**config.mk**
```make
export PLATFORM = sky130hd
export DESIGN_NAME = buddy_block_allocator
export DESIGN_NICKNAME = d
export VERILOG_FILES = /design/src/sv/bba_pkg.sv /design/src/sv/bba_rem_unit.sv /design/src/sv/bba_datapath.sv /design/src/sv/bba_ctrl.sv /design/src/sv/buddy_block_allocator.sv
export VERILOG_INCLUDE_DIRS = /design/src /design/src/sv
export SDC_FILE = /design/constraint.sdc
export NUM_CORES = 2
export LEC_CHECK = 0
export ABC_AREA = 0
export BUFFER_PORTS_ARGS = -buffer_cell sky130_fd_sc_hd__clkbuf_2
export CAP_MARGIN = 25
export CORE_MARGIN = 2
export CORE_UTILIZATION = 63
export DETAILED_ROUTE_END_ITERATION = 16
export PLACE_DENSITY = 0.79
export SLEW_MARGIN = 20
export SYNTH_ARGS = -nofsm -noshare
export SYNTH_HDL_FRONTEND = slang
export SYNTH_SLANG_ARGS = --single-unit
```
**constraint.sdc**
```tcl
create_clock -name clk -period 7.9 [get_ports clk]
set_input_delay 1.58 -clock clk [delete_from_list [all_inputs] [get_ports clk]]
set_output_delay 1.58 -clock clk [all_outputs]
set_load 0.03 [all_outputs]
```
**src/sv/buddy_block_allocator_macros.svh**
```systemverilog
// Assertion helpers used by the allocator datapath.
`ifndef BUDDY_BLOCK_ALLOCATOR_MACROS_SVH
`define BUDDY_BLOCK_ALLOCATOR_MACROS_SVH

// Same-cycle implication, checked out of reset.
`define BBA_ASSERT_NOW(lbl, ante, cons, msg) \
    lbl: assert property (@(posedge clk) disable iff (!rst_n) (ante) |-> (cons)) \
        else $error(msg);

// Next-cycle implication, checked out of reset.
`define BBA_ASSERT_NEXT(lbl, ante, cons, msg) \
    lbl: assert property (@(posedge clk) disable iff (!rst_n) (ante) |=> (cons)) \
        else $error(msg);

`endif

```
**src/sv/bba_pkg.sv**
```systemverilog
package bba_pkg;

    // Pool geometry
    localparam int MIN_BLOCK_BYTES = 256;
    localparam int MAX_ORDER       = 10;
    localparam int UNIT_SHIFT      = 8;
    localparam int POOL_BYTES      = 262144;

    // Field widths
    localparam int OFF_W   = 10;
    localparam int ORD_W   = 4;
    localparam int SIZE_W  = 19;
    localparam int ALIGN_W = 17;
    localparam int ABYTE_W = OFF_W + UNIT_SHIFT;
    localparam int USED_W  = 19;
    localparam int NEED_W  = 20;

    // Free map storage: one region of 32-bit words per order
    localparam int WORD_W    = 32;
    localparam int BIT_W     = 5;
    localparam int MEM_DEPTH = 68;
    localparam int ADDR_W    = 7;

    // Remainder unit
    localparam int DIV_STEPS = ABYTE_W;
    localparam int DIV_CNT_W = 5;

    typedef enum logic [4:0] {
        ST_CLEAR,
        ST_IDLE,
        ST_DECODE,
        ST_SCAN_RD,
        ST_SCAN_CHK,
        ST_TAKE_WR,
        ST_SPLIT_STEP,
        ST_SPLIT_RD,
        ST_SPLIT_WR,
        ST_ALIGN,
        ST_DIV_WAIT,
        ST_OUT_ALLOC,
        ST_OUT_FAIL,
        ST_FREE_RD,
        ST_FREE_CHK,
        ST_BUD_RD,
        ST_BUD_CHK,
        ST_MERGE_UP,
        ST_MERGE_CHK,
        ST_SET_RD,
        ST_SET_WR,
        ST_OUT_FREE
    } ctrl_state_t;

    typedef enum logic [4:0] {
        DP_NOP,
        DP_CLR,
        DP_LOAD,
        DP_SCAN_INIT,
        DP_FREE_INIT,
        DP_READ,
        DP_FOUND,
        DP_NEXT,
        DP_WR_CLR,
        DP_WR_SET,
        DP_SPLIT,
        DP_BUDDY,
        DP_MERGE_UP,
        DP_DIV_START,
        DP_OUT_ALLOC,
        DP_OUT_FREE,
        DP_OUT_FAIL
    } dp_op_t;

    typedef struct packed {
        logic clear_last;
        logic is_free;
        logic too_big;
        logic bad_free;
        logic hit;
        logic last_word;
        logic k_top;
        logic k_gt_ord;
        logic bit_set;
        logic div_need;
        logic div_busy;
        logic out_free;
    } dp_status_t;

    // First word of each order's region
    function automatic logic [ADDR_W-1:0] word_base(input logic [ORD_W-1:0] k);
        logic [ADDR_W-1:0] b;
        unique case (k)
            4'd0:    b = 7'd0;
            4'd1:    b = 7'd32;
            4'd2:    b = 7'd48;
            4'd3:    b = 7'd56;
            4'd4:    b = 7'd60;
            4'd5:    b = 7'd62;
            4'd6:    b = 7'd63;
            4'd7:    b = 7'd64;
            4'd8:    b = 7'd65;
            4'd9:    b = 7'd66;
            4'd10:   b = 7'd67;
            default: b = 7'd0;
        endcase
        return b;
    endfunction

    // Index of the last word within an order's region
    function automatic logic [BIT_W-1:0] last_word_idx(input logic [ORD_W-1:0] k);
        logic [BIT_W-1:0] w;
        unique case (k)
            4'd0:    w = 5'd31;
            4'd1:    w = 5'd15;
            4'd2:    w = 5'd7;
            4'd3:    w = 5'd3;
            4'd4:    w = 5'd1;
            default: w = 5'd0;
        endcase
        return w;
    endfunction

    // Bits of a word that hold real blocks for an order
    function automatic logic [WORD_W-1:0] order_mask(input logic [ORD_W-1:0] k);
        logic [WORD_W-1:0] m;
        unique case (k)
            4'd6:    m = 32'h0000_FFFF;
            4'd7:    m = 32'h0000_00FF;
            4'd8:    m = 32'h0000_000F;
            4'd9:    m = 32'h0000_0003;
            4'd10:   m = 32'h0000_0001;
            default: m = 32'hFFFF_FFFF;
        endcase
        return m;
    endfunction

endpackage

```
**src/sv/bba_rem_unit.sv**
```systemverilog
module bba_rem_unit (
    input  logic                         clk,
    input  logic                         rst_n,
    input  logic                         start,
    input  logic [bba_pkg::ABYTE_W-1:0]  dividend,
    input  logic [bba_pkg::ALIGN_W-1:0]  divisor,
    output logic                         busy,
    output logic [bba_pkg::ALIGN_W-1:0]  rem
);
    import bba_pkg::*;

    logic [DIV_CNT_W-1:0] cnt_reg, cnt_next;
    logic                 busy_reg, busy_next;
    logic [ALIGN_W-1:0]   rem_reg, rem_next;
    logic [ABYTE_W-1:0]   dvd_reg, dvd_next;
    logic [ALIGN_W-1:0]   div_reg, div_next;
    logic [ALIGN_W:0]     trial;

    // One restoring step per cycle, remainder only
    always_comb
    begin
        cnt_next  = cnt_reg;
        busy_next = busy_reg;
        rem_next  = rem_reg;
        dvd_next  = dvd_reg;
        div_next  = div_reg;
        trial     = {rem_reg, dvd_reg[ABYTE_W-1]};
        if (start)
        begin
            cnt_next  = DIV_CNT_W'(DIV_STEPS);
            busy_next = 1'b1;
            rem_next  = '0;
            dvd_next  = dividend;
            div_next  = divisor;
        end
        else if (busy_reg)
        begin
            if (trial >= {1'b0, div_reg})
                rem_next = ALIGN_W'(trial - {1'b0, div_reg});
            else
                rem_next = trial[ALIGN_W-1:0];
            dvd_next = {dvd_reg[ABYTE_W-2:0], 1'b0};
            cnt_next = cnt_reg - 1'b1;
            if (cnt_reg == DIV_CNT_W'(1))
                busy_next = 1'b0;
        end
    end

    always_ff @(posedge clk or negedge rst_n)
    begin
        if (!rst_n)
        begin
            cnt_reg  <= '0;
            busy_reg <= 1'b0;
        end
        else
        begin
            cnt_reg  <= cnt_next;
            busy_reg <= busy_next;
        end
    end

    always_ff @(posedge clk)
    begin
        rem_reg <= rem_next;
        dvd_reg <= dvd_next;
        div_reg <= div_next;
    end

    assign busy = busy_reg;
    assign rem  = rem_reg;

endmodule

```
**src/sv/bba_datapath.sv**
```systemverilog
`include "buddy_block_allocator_macros.svh"

module bba_datapath (
    input  logic                          clk,
    input  logic                          rst_n,
    input  bba_pkg::dp_op_t               op,
    output bba_pkg::dp_status_t           status,
    input  logic                          mode,
    input  logic [bba_pkg::SIZE_W-1:0]    size_bytes,
    input  logic [bba_pkg::ALIGN_W-1:0]   alignment_bytes,
    input  logic [bba_pkg::OFF_W-1:0]     free_offset_units,
    input  logic [bba_pkg::ORD_W-1:0]     free_order,
    output logic                          out_valid,
    input  logic                          out_ready,
    output logic                          ok,
    output logic [bba_pkg::OFF_W-1:0]     block_offset_units,
    output logic [bba_pkg::ORD_W-1:0]     block_order,
    output logic [bba_pkg::ABYTE_W-1:0]   aligned_byte_offset,
    output logic [bba_pkg::USED_W-1:0]    used_bytes
);
    import bba_pkg::*;

    // Free map words
    logic [WORD_W-1:0] mem [MEM_DEPTH];
    logic [WORD_W-1:0] rd_reg;

    logic [ADDR_W-1:0]  clr_cnt_reg;
    logic               mode_reg;
    logic [NEED_W-1:0]  need_reg;
    logic [ALIGN_W-1:0] align_reg;
    logic [OFF_W-1:0]   foff_reg;
    logic [ORD_W-1:0]   ford_reg;
    logic [ORD_W-1:0]   k_reg, req_ord_reg;
    logic [OFF_W-1:0]   pos_reg, off_reg;
    logic [USED_W-1:0]  used_reg;

    logic               out_valid_reg;
    logic               ok_reg;
    logic [OFF_W-1:0]   boff_reg;
    logic [ORD_W-1:0]   bord_reg;
    logic [ABYTE_W-1:0] aligned_reg;
    logic [USED_W-1:0]  uout_reg;

    // Request decode at accept
    logic               in_pow2, add_align;
    logic [NEED_W-1:0]  need_in;

    always_comb
    begin
        in_pow2   = ((alignment_bytes & (alignment_bytes - 1'b1)) == '0);
        add_align = (alignment_bytes != '0) &&
                    !(in_pow2 && (alignment_bytes <= ALIGN_W'(MIN_BLOCK_BYTES)));
        need_in   = NEED_W'(size_bytes) + (add_align ? NEED_W'(alignment_bytes) : '0);
    end

    // Order needed by the held request
    logic [NEED_W:0]    need_rnd;
    logic [OFF_W:0]     units;
    logic [OFF_W-1:0]   units_m1;
    logic [ORD_W-1:0]   req_ord;

    always_comb
    begin
        need_rnd = {1'b0, need_reg} + (NEED_W+1)'(MIN_BLOCK_BYTES - 1);
        units    = need_rnd[UNIT_SHIFT +: OFF_W+1];
        units_m1 = (units == '0) ? '0 : OFF_W'(units - 1'b1);
        req_ord  = '0;
        for (int i = 0; i < OFF_W; i++)
            if (units_m1[i])
                req_ord = ORD_W'(i + 1);
    end

    // Free request checks
    logic bad_low;

    always_comb
    begin
        bad_low = 1'b0;
        for (int i = 0; i < OFF_W; i++)
            if ((ORD_W'(i) < ford_reg) && foff_reg[i])
                bad_low = 1'b1;
    end

    // Cursor into the free map
    logic [ADDR_W-1:0] cur_addr;
    logic [WORD_W-1:0] masked;
    logic [BIT_W-1:0]  ffs;
    logic [OFF_W-1:0]  found_pos;
    logic [ORD_W-1:0]  k_dn;

    always_comb
    begin
        cur_addr  = word_base(k_reg) + ADDR_W'(pos_reg[OFF_W-1:BIT_W]);
        masked    = rd_reg & order_mask(k_reg);
        ffs       = '0;
        for (int i = WORD_W - 1; i >= 0; i--)
            if (masked[i])
                ffs = BIT_W'(i);
        found_pos = {pos_reg[OFF_W-1:BIT_W], ffs};
        k_dn      = k_reg - 1'b1;
    end

    // Memory port
    logic              mem_we;
    logic [ADDR_W-1:0] mem_addr;
    logic [WORD_W-1:0] mem_wdata;

    always_comb
    begin
        mem_we    = (op == DP_CLR) || (op == DP_WR_CLR) || (op == DP_WR_SET);
        mem_addr  = (op == DP_CLR) ? clr_cnt_reg : cur_addr;
        mem_wdata = rd_reg;
        mem_wdata[pos_reg[BIT_W-1:0]] = (op == DP_WR_SET);
        if (op == DP_CLR)
            mem_wdata = (clr_cnt_reg == word_base(ORD_W'(MAX_ORDER))) ? WORD_W'(1) : '0;
    end

    always_ff @(posedge clk)
    begin
        if (mem_we)
            mem[mem_addr] <= mem_wdata;
        if (op == DP_READ)
            rd_reg <= mem[cur_addr];
    end

    // Alignment and byte count
    logic [ABYTE_W-1:0] byte_off;
    logic               a_pow2, div_need, div_busy;
    logic [ALIGN_W-1:0] div_rem, rem_sel;
    logic [NEED_W-1:0]  aligned_sum;
    logic [USED_W-1:0]  alloc_bytes, free_bytes, used_alloc, used_free;
    logic [USED_W:0]    used_sum;

    always_comb
    begin
        byte_off    = {off_reg, {UNIT_SHIFT{1'b0}}};
        a_pow2      = ((align_reg & (align_reg - 1'b1)) == '0);
        div_need    = (align_reg != '0) && !a_pow2;
        if (div_need)
            rem_sel = div_rem;
        else if (align_reg == '0)
            rem_sel = '0;
        else
            rem_sel = ALIGN_W'(byte_off) & (align_reg - 1'b1);
        aligned_sum = NEED_W'(byte_off) - NEED_W'(rem_sel) + NEED_W'(align_reg);
        alloc_bytes = USED_W'(MIN_BLOCK_BYTES) << k_reg;
        free_bytes  = USED_W'(MIN_BLOCK_BYTES) << ford_reg;
        used_sum    = {1'b0, used_reg} + {1'b0, alloc_bytes};
        used_alloc  = (used_sum > (USED_W+1)'(POOL_BYTES)) ? USED_W'(POOL_BYTES)
                                                           : used_sum[USED_W-1:0];
        used_free   = (used_reg > free_bytes) ? (used_reg - free_bytes) : '0;
    end

    bba_rem_unit u_rem (
        .clk      (clk),
        .rst_n    (rst_n),
        .start    (op == DP_DIV_START),
        .dividend (byte_off),
        .divisor  (align_reg),
        .busy     (div_busy),
        .rem      (div_rem)
    );

    // Control registers
    always_ff @(posedge clk or negedge rst_n)
    begin
        if (!rst_n)
        begin
            clr_cnt_reg   <= '0;
            used_reg      <= '0;
            out_valid_reg <= 1'b0;
        end
        else
        begin
            if (op == DP_CLR)
                clr_cnt_reg <= clr_cnt_reg + 1'b1;
            if (op == DP_OUT_ALLOC)
                used_reg <= used_alloc;
            else if (op == DP_OUT_FREE)
                used_reg <= used_free;
            if ((op == DP_OUT_ALLOC) || (op == DP_OUT_FREE) || (op == DP_OUT_FAIL))
                out_valid_reg <= 1'b1;
            else if (out_ready)
                out_valid_reg <= 1'b0;
        end
    end

    // Request, cursor and result words
    always_ff @(posedge clk)
    begin
        unique case (op)
            DP_LOAD:
            begin
                mode_reg  <= mode;
                need_reg  <= need_in;
                align_reg <= alignment_bytes;
                foff_reg  <= free_offset_units;
                ford_reg  <= free_order;
            end
            DP_SCAN_INIT:
            begin
                k_reg       <= req_ord;
                req_ord_reg <= req_ord;
                pos_reg     <= '0;
            end
            DP_FREE_INIT:
            begin
                k_reg   <= ford_reg;
                pos_reg <= foff_reg >> ford_reg;
            end
            DP_FOUND:
            begin
                pos_reg <= found_pos;
                off_reg <= found_pos << k_reg;
            end
            DP_NEXT:
            begin
                if (pos_reg[OFF_W-1:BIT_W] == last_word_idx(k_reg))
                begin
                    k_reg   <= k_reg + 1'b1;
                    pos_reg <= '0;
                end
                else
                    pos_reg <= pos_reg + OFF_W'(WORD_W);
            end
            DP_SPLIT:
            begin
                k_reg   <= k_dn;
                pos_reg <= (off_reg >> k_dn) + 1'b1;
            end
            DP_BUDDY:
                pos_reg[0] <= ~pos_reg[0];
            DP_MERGE_UP:
            begin
                k_reg   <= k_reg + 1'b1;
                pos_reg <= pos_reg >> 1;
            end
            DP_OUT_ALLOC:
            begin
                ok_reg      <= 1'b1;
                boff_reg    <= off_reg;
                bord_reg    <= k_reg;
                aligned_reg <= (rem_sel == '0) ? byte_off : aligned_sum[ABYTE_W-1:0];
                uout_reg    <= used_alloc;
            end
            DP_OUT_FREE:
            begin
                ok_reg      <= 1'b1;
                boff_reg    <= '0;
                bord_reg    <= '0;
                aligned_reg <= '0;
                uout_reg    <= used_free;
            end
            DP_OUT_FAIL:
            begin
                ok_reg      <= 1'b0;
                boff_reg    <= '0;
                bord_reg    <= '0;
                aligned_reg <= '0;
                uout_reg    <= used_reg;
            end
            default:
            begin
            end
        endcase
    end

    // Status back to the controller
    always_comb
    begin
        status.clear_last = (clr_cnt_reg == ADDR_W'(MEM_DEPTH - 1));
        status.is_free    = mode_reg;
        status.too_big    = (need_reg > NEED_W'(POOL_BYTES));
        status.bad_free   = (ford_reg > ORD_W'(MAX_ORDER)) || bad_low;
        status.hit        = (masked != '0);
        status.last_word  = (pos_reg[OFF_W-1:BIT_W] == last_word_idx(k_reg));
        status.k_top      = (k_reg == ORD_W'(MAX_ORDER));
        status.k_gt_ord   = (k_reg > req_ord_reg);
        status.bit_set    = rd_reg[pos_reg[BIT_W-1:0]];
        status.div_need   = div_need;
        status.div_busy   = div_busy;
        status.out_free   = !out_valid_reg || out_ready;
    end

    assign out_valid           = out_valid_reg;
    assign ok                  = ok_reg;
    assign block_offset_units  = boff_reg;
    assign block_order         = bord_reg;
    assign aligned_byte_offset = aligned_reg;
    assign used_bytes          = uout_reg;

    // Checks
    `BBA_ASSERT_NOW(a_used_bound, 1'b1, used_reg <= USED_W'(POOL_BYTES), "used count above pool")
    `BBA_ASSERT_NOW(a_order_bound, (op == DP_READ), k_reg <= ORD_W'(MAX_ORDER), "cursor order out of range")
    `BBA_ASSERT_NOW(a_out_slot, ((op == DP_OUT_ALLOC) || (op == DP_OUT_FREE) || (op == DP_OUT_FAIL)), (!out_valid_reg || out_ready), "result overwrites untaken word")
    `BBA_ASSERT_NEXT(a_out_set, ((op == DP_OUT_ALLOC) || (op == DP_OUT_FREE) || (op == DP_OUT_FAIL)), out_valid_reg, "result not presented")

endmodule

```
**src/sv/bba_ctrl.sv**
```systemverilog
module bba_ctrl (
    input  logic                 clk,
    input  logic                 rst_n,
    input  logic                 in_valid,
    output logic                 in_ready,
    input  bba_pkg::dp_status_t  status,
    output bba_pkg::dp_op_t      op
);
    import bba_pkg::*;

    ctrl_state_t state_reg, state_next;

    always_ff @(posedge clk or negedge rst_n)
    begin
        if (!rst_n)
            state_reg <= ST_CLEAR;
        else
            state_reg <= state_next;
    end

    // Sequencing of free map walks
    always_comb
    begin
        state_next = state_reg;
        op         = DP_NOP;
        in_ready   = 1'b0;
        unique case (state_reg)
            ST_CLEAR:
            begin
                op = DP_CLR;
                if (status.clear_last)
                    state_next = ST_IDLE;
            end
            ST_IDLE:
            begin
                in_ready = 1'b1;
                if (in_valid)
                begin
                    op         = DP_LOAD;
                    state_next = ST_DECODE;
                end
            end
            ST_DECODE:
            begin
                if (status.is_free)
                begin
                    if (status.bad_free)
                        state_next = ST_OUT_FAIL;
                    else
                    begin
                        op         = DP_FREE_INIT;
                        state_next = ST_FREE_RD;
                    end
                end
                else if (status.too_big)
                    state_next = ST_OUT_FAIL;
                else
                begin
                    op         = DP_SCAN_INIT;
                    state_next = ST_SCAN_RD;
                end
            end
            ST_SCAN_RD:
            begin
                op         = DP_READ;
                state_next = ST_SCAN_CHK;
            end
            ST_SCAN_CHK:
            begin
                if (status.hit)
                begin
                    op         = DP_FOUND;
                    state_next = ST_TAKE_WR;
                end
                else if (status.last_word && status.k_top)
                    state_next = ST_OUT_FAIL;
                else
                begin
                    op         = DP_NEXT;
                    state_next = ST_SCAN_RD;
                end
            end
            ST_TAKE_WR:
            begin
                op         = DP_WR_CLR;
                state_next = status.k_gt_ord ? ST_SPLIT_STEP : ST_ALIGN;
            end
            ST_SPLIT_STEP:
            begin
                op         = DP_SPLIT;
                state_next = ST_SPLIT_RD;
            end
            ST_SPLIT_RD:
            begin
                op         = DP_READ;
                state_next = ST_SPLIT_WR;
            end
            ST_SPLIT_WR:
            begin
                op         = DP_WR_SET;
                state_next = status.k_gt_ord ? ST_SPLIT_STEP : ST_ALIGN;
            end
            ST_ALIGN:
            begin
                if (status.div_need)
                begin
                    op         = DP_DIV_START;
                    state_next = ST_DIV_WAIT;
                end
                else
                    state_next = ST_OUT_ALLOC;
            end
            ST_DIV_WAIT:
            begin
                if (!status.div_busy)
                    state_next = ST_OUT_ALLOC;
            end
            ST_OUT_ALLOC:
            begin
                if (status.out_free)
                begin
                    op         = DP_OUT_ALLOC;
                    state_next = ST_IDLE;
                end
            end
            ST_OUT_FAIL:
            begin
                if (status.out_free)
                begin
                    op         = DP_OUT_FAIL;
                    state_next = ST_IDLE;
                end
            end
            ST_FREE_RD:
            begin
                op         = DP_READ;
                state_next = ST_FREE_CHK;
            end
            ST_FREE_CHK:
            begin
                if (status.bit_set)
                    state_next = ST_OUT_FAIL;
                else if (status.k_top)
                    state_next = ST_SET_WR;
                else
                begin
                    op         = DP_BUDDY;
                    state_next = ST_BUD_RD;
                end
            end
            ST_BUD_RD:
            begin
                op         = DP_READ;
                state_next = ST_BUD_CHK;
            end
            ST_BUD_CHK:
            begin
                if (status.bit_set)
                begin
                    op         = DP_WR_CLR;
                    state_next = ST_MERGE_UP;
                end
                else
                begin
                    op         = DP_BUDDY;
                    state_next = ST_SET_RD;
                end
            end
            ST_MERGE_UP:
            begin
                op         = DP_MERGE_UP;
                state_next = ST_MERGE_CHK;
            end
            ST_MERGE_CHK:
            begin
                if (status.k_top)
                    state_next = ST_SET_RD;
                else
                begin
                    op         = DP_BUDDY;
                    state_next = ST_BUD_RD;
                end
            end
            ST_SET_RD:
            begin
                op         = DP_READ;
                state_next = ST_SET_WR;
            end
            ST_SET_WR:
            begin
                op         = DP_WR_SET;
                state_next = ST_OUT_FREE;
            end
            ST_OUT_FREE:
            begin
                if (status.out_free)
                begin
                    op         = DP_OUT_FREE;
                    state_next = ST_IDLE;
                end
            end
            default:
                state_next = ST_IDLE;
        endcase
    end

endmodule

```
**src/sv/buddy_block_allocator.sv**
```systemverilog
// Buddy allocator over 1024 units of 256 bytes.
// Input channel (in_valid/in_ready) takes one request word: mode 0 allocates
// size_bytes with alignment_bytes, mode 1 frees free_offset_units/free_order.
// Output channel (out_valid/out_ready) returns one result word per request:
// ok, block offset and order, aligned byte offset and the used byte count.
// One request is in work at a time; a new one is taken while the previous
// result still waits in the output register.
// An allocation scans free map words (up to 68) from the requested order
// upward, then splits one level at a time, and runs the bit-serial remainder
// unit when the alignment is not a power of two; a free checks the block and
// merges with its buddy one level at a time.
// Each walk is bounded by the single-port free map memory, one read or write
// per cycle.
// After reset a clearing pass writes all 68 free map words (only the whole
// pool free); no request is taken until it ends.
// When the receiver stalls, the finished result waits before the output
// register and the controller holds; nothing is dropped.
module buddy_block_allocator (
    input  logic                          clk,
    input  logic                          rst_n,
    input  logic                          in_valid,
    output logic                          in_ready,
    input  logic                          mode,
    input  logic [bba_pkg::SIZE_W-1:0]    size_bytes,
    input  logic [bba_pkg::ALIGN_W-1:0]   alignment_bytes,
    input  logic [bba_pkg::OFF_W-1:0]     free_offset_units,
    input  logic [bba_pkg::ORD_W-1:0]     free_order,
    output logic                          out_valid,
    input  logic                          out_ready,
    output logic                          ok,
    output logic [bba_pkg::OFF_W-1:0]     block_offset_units,
    output logic [bba_pkg::ORD_W-1:0]     block_order,
    output logic [bba_pkg::ABYTE_W-1:0]   aligned_byte_offset,
    output logic [bba_pkg::USED_W-1:0]    used_bytes
);
    import bba_pkg::*;

    dp_op_t     op;
    dp_status_t status;

    bba_ctrl u_ctrl (
        .clk      (clk),
        .rst_n    (rst_n),
        .in_valid (in_valid),
        .in_ready (in_ready),
        .status   (status),
        .op       (op)
    );

    bba_datapath u_dp (
        .clk                 (clk),
        .rst_n               (rst_n),
        .op                  (op),
        .status              (status),
        .mode                (mode),
        .size_bytes          (size_bytes),
        .alignment_bytes     (alignment_bytes),
        .free_offset_units   (free_offset_units),
        .free_order          (free_order),
        .out_valid           (out_valid),
        .out_ready           (out_ready),
        .ok                  (ok),
        .block_offset_units  (block_offset_units),
        .block_order         (block_order),
        .aligned_byte_offset (aligned_byte_offset),
        .used_bytes          (used_bytes)
    );

endmodule
```
==> flow_metrics.py <==
metrics = {
    "status": {
        "outcome": "finished clean",
    },
    "routing": {
        "routed-via-count": 56700,
        "ant_nets": 0,
        "post_drt_wl_per_cell_um": 35.4,
        "drc": 0,
        "viasPerCell": 7.18,
        "drt-initial-drc-count": 9289,
        "wl_um": 280000,
        "first_pass_iters": 7,
    },
    "synthesis": {
        "yosys_warnings": 0,
        "synthDistinctLibCells": 97,
        "synth_top_family_by_area": "multiplexers",
        "synth_top_area_share_pct": 70.1,
        "synth_compound_area_share_pct": 3.55,
        "yosys.area_share.simple_pct": 4.35,
        "yosys.area.top_type": "edfxtp_1",
        "synth_seq_area_share_pct": 71.5,
        "avgSynthCellArea_um2": 19.0,
        "synthesis.nets": 5512,
        "syn-cell-area_mm2": 0.101,
        "synth-seq-cells": 2429,
        "synth.area.top_cells": "edfxtp_1 70%, mux4_2 15%, ha_1 1.4%",
        "muxShareOfSynthArea_pct": 16.6,
        "synth_edf_count": 2367,
        "synthFlopType": "edfxtp_1",
        "synthAdderAreaFrac_pct": 1.74,
        "synth_xor_area_share_pct": 0.812,
        "async_flop_share_pct": 1.56,
        "netlist_instances": 5327,
    },
    "grt": {
        "antenna_found_initial": 20,
        "grt_use_total_pct": 34.4,
        "grt_pass1_vias": 55800,
        "busiest_layer": "met2",
        "grt-ovfl-total": 0,
        "met3_usage_pct": 7.71,
        "grt_first_pass_wirelength_um": 399000,
        "met2_usage_pct": 54.8,
        "grtUsageMet1_pct": 46.4,
        "grt_max_degree": 137,
    },
    "worst_setup_path": {
        "cp.required_ns": 8.44,
        "critPathKind": "reg -> reg",
        "crit_path_end_kind": "register",
        "setup.worst_path.start_class": "register",
        "arrival_ns": 7.70,
        "critPathMaxFanout": 21,
    },
    "floorplan": {
        "fp.dieW_um": 405,
        "core_mm2": 0.160,
        "fp.dieArea_mm2": 0.164,
        "start_util_pct": 63.3,
        "fp.dieH_um": 405,
        "top_level_ports": 109,
        "rows": 147,
    },
    "clock_network": {
        "cts_resized": 0,
        "htreeDepth": 4,
        "numCtsBuffers": 227,
        "cts_buffer_depth": 3,
        "cts.sink_count": 2429,
        "clk_pin_slew_worst_paths_ns": 0.06,
        "clk_latency_ns": 0.88,
        "cts_setup_buffers": 0,
        "cts_root_buf": "clkbuf_16",
        "hold_buffers": 0,
        "cts_tree": "built",
    },
    "sta": {
        "period_share_pct": 90.6,
        "skew_ns": 0.0410,
        "hold_viol_final": 0,
        "relSlewSlack_pct": 21.7,
        "setup_tns_ns": 0,
        "grt_setup_unrepaired": "no",
        "final-max-slew-violation-count": 0,
        "max_slew.worst_pin.slew_ns": 1.17,
        "fmax_mhz": 140,
        "period_minus_slack_ns": 7.16,
        "setup_violations": 0,
    },
    "place": {
        "place_area_mm2": 0.106,
        "place.gp.congestion": 0.964,
        "port_buffers": 108,
        "dpl.hpwl_um": 156000,
    },
    "cells_and_area": {
        "final_area_mm2": 0.114,
        "n_fill_cell": 9006,
        "multi_input_area_mm2": 0.0283,
        "register_area_mm2": 0.0725,
        "area_delta_synth_final_pct": 12.0,
        "largest_reg_flops": 2176,
        "drive_above_1_share_pct": 25.6,
        "layout.nets": 5745,
    },
    "hold_path": {
        "hold_class": "reg -> reg",
    },
    "pwr": {
        "p_leak_uw": 0.0368,
        "powerDensity_mw_per_mm2": 453,
        "vdd.ir_drop.worst_mv": 0.523,
    },
    "flow_run": {
        "cap_violations": 0,
    },
}
## cell usage in the layout, fill, tap and decap left out, types with 29 or more instances in the layout
cell type / count
dfrtp_1: 38
mux2i_1: 86
clkbuf_16: 231
nand2b_1: 33
xor2_1: 29
nor3_1: 53
clkinv_1: 47
mux2_2: 38
nor2_4: 76
xnor2_1: 60
clkbuf_2: 108
clkbuf_1: 41
mux4_2: 688
nor2_1: 195
nand2_1: 256
nor2b_1: 46
edfxtp_1: 2367
nor4_1: 33
inv_1: 121
nand3_1: 64
o21ai_0: 171
a21oi_1: 94
ha_1: 115
buf_4: 125
clkinv_2: 37
## Yosys cell counts (all sizes together) (54+ instances only)
| cell | count |
|---|---|
| mux2i | 86 |
| mux4 | 689 |
| o21ai | 173 |
| ha | 116 |
| nand2 | 258 |
| clkbuf | 192 |
| nor3 | 54 |
| nor2 | 273 |
| nand3 | 64 |
| xnor2 | 64 |
| a21oi | 118 |
| inv | 123 |
| buf | 75 |
| edfxtp | 2367 |
## worst paths after layout
| path | start | to | slack [ns] | depth (start not counted) |
|---|---|---|---|---|
| max in group asynchronous | rst_n | u_dp.used_reg[1]$_DFFE_PN0P_ | 6.63 | 2 |
| min in group asynchronous | rst_n | u_dp.out_valid$_DFFE_PN0P_ | 0.83 | 2 |
| max | u_dp.k_reg[1]$_DFFE_PP_ | u_dp.mem[35][9]$_DFFE_PP_ | 0.74 | 13 |
| min | u_dp.used_reg[1]$_DFFE_PN0P_ | u_dp.used_reg[1]$_DFFE_PN0P_ | 0.52 | 1 |
| min reg2reg | u_dp.used_reg[1]$_DFFE_PN0P_ | u_dp.used_reg[1]$_DFFE_PN0P_ | 0.52 | 1 |
| max reg2reg | u_dp.k_reg[1]$_DFFE_PP_ | u_dp.mem[35][9]$_DFFE_PP_ | 0.74 | 13 |
## through the flow
stage / cells / setup slack, ns / util [%] / total power, uW / hold slack (ns)
finish: 7900 / 0.742 / 70.9 / 51500 / 0.525
global route: 7900 / 0.528 / 70.9 / 52700 / 0.538
CTS: 7888 / 1.18 / 70.8 / 50700 / 0.515
detailed placement: 7481 / 1.19 / 66.3 / 39500 / 0.502
global placement: 7464 / 1.23 / 66.0 / 38900 / 0.496
floorplan: 5327 / 2.09 / - / 31400 / 0.457
## area by class of cell
type / count / share of cell area [%]
Clock buffer: 275 / 5.26
Antenna cell: 2 / 0.00440
Sequential cell: 2429 / 63.8
Multi-Input combinational cell: 2504 / 24.9
Clock inverter: 132 / 1.13
Timing Repair Buffer: 271 / 2.06
Inverter: 127 / 0.420
Tap cell: 2160 / 2.38
## metal layers
layer	vias up	wire, um
li1	22300	-
met1	28900	97700
met2	4654	135000
met3	807	32600
met4	12	14200
met5	-	75
## logic make-up (layout without fill, tap and decap cells)
family	after synthesis	in the layout
flip-flops	2429	2429
XOR/XNOR	94	94
adder cells (fa/ha/maj)	133	133
buffers and inverters	394	805
multiplexers	813	813
other	0	2
AND/OR/NAND/NOR	917	917
AO/OA/AOI/OAI	547	547
## worst max-delay path: stages (launching register included)
cell      delay [ns]
edfxtp_1        0.89
clkinv_1        0.53
ha_1            0.48
nor3_1          0.63
nor3_1          0.14
a211oi_1        0.29
and4_1          0.29
a21o_1          0.16
and3_1          0.19
inv_2           0.07
o21ai_2         0.57
nand3_1         0.99
nor2_4          1.14
buf_4           0.40
## power by group
group | leakage, uW | internal, uW | switching (uW)
combinational | 0.0112 | 7740 | 14200
clock | 0.00353 | 6060 | 4870
sequential | 0.0221 | 17900 | 684
Power figures use the tool's default switching activity.
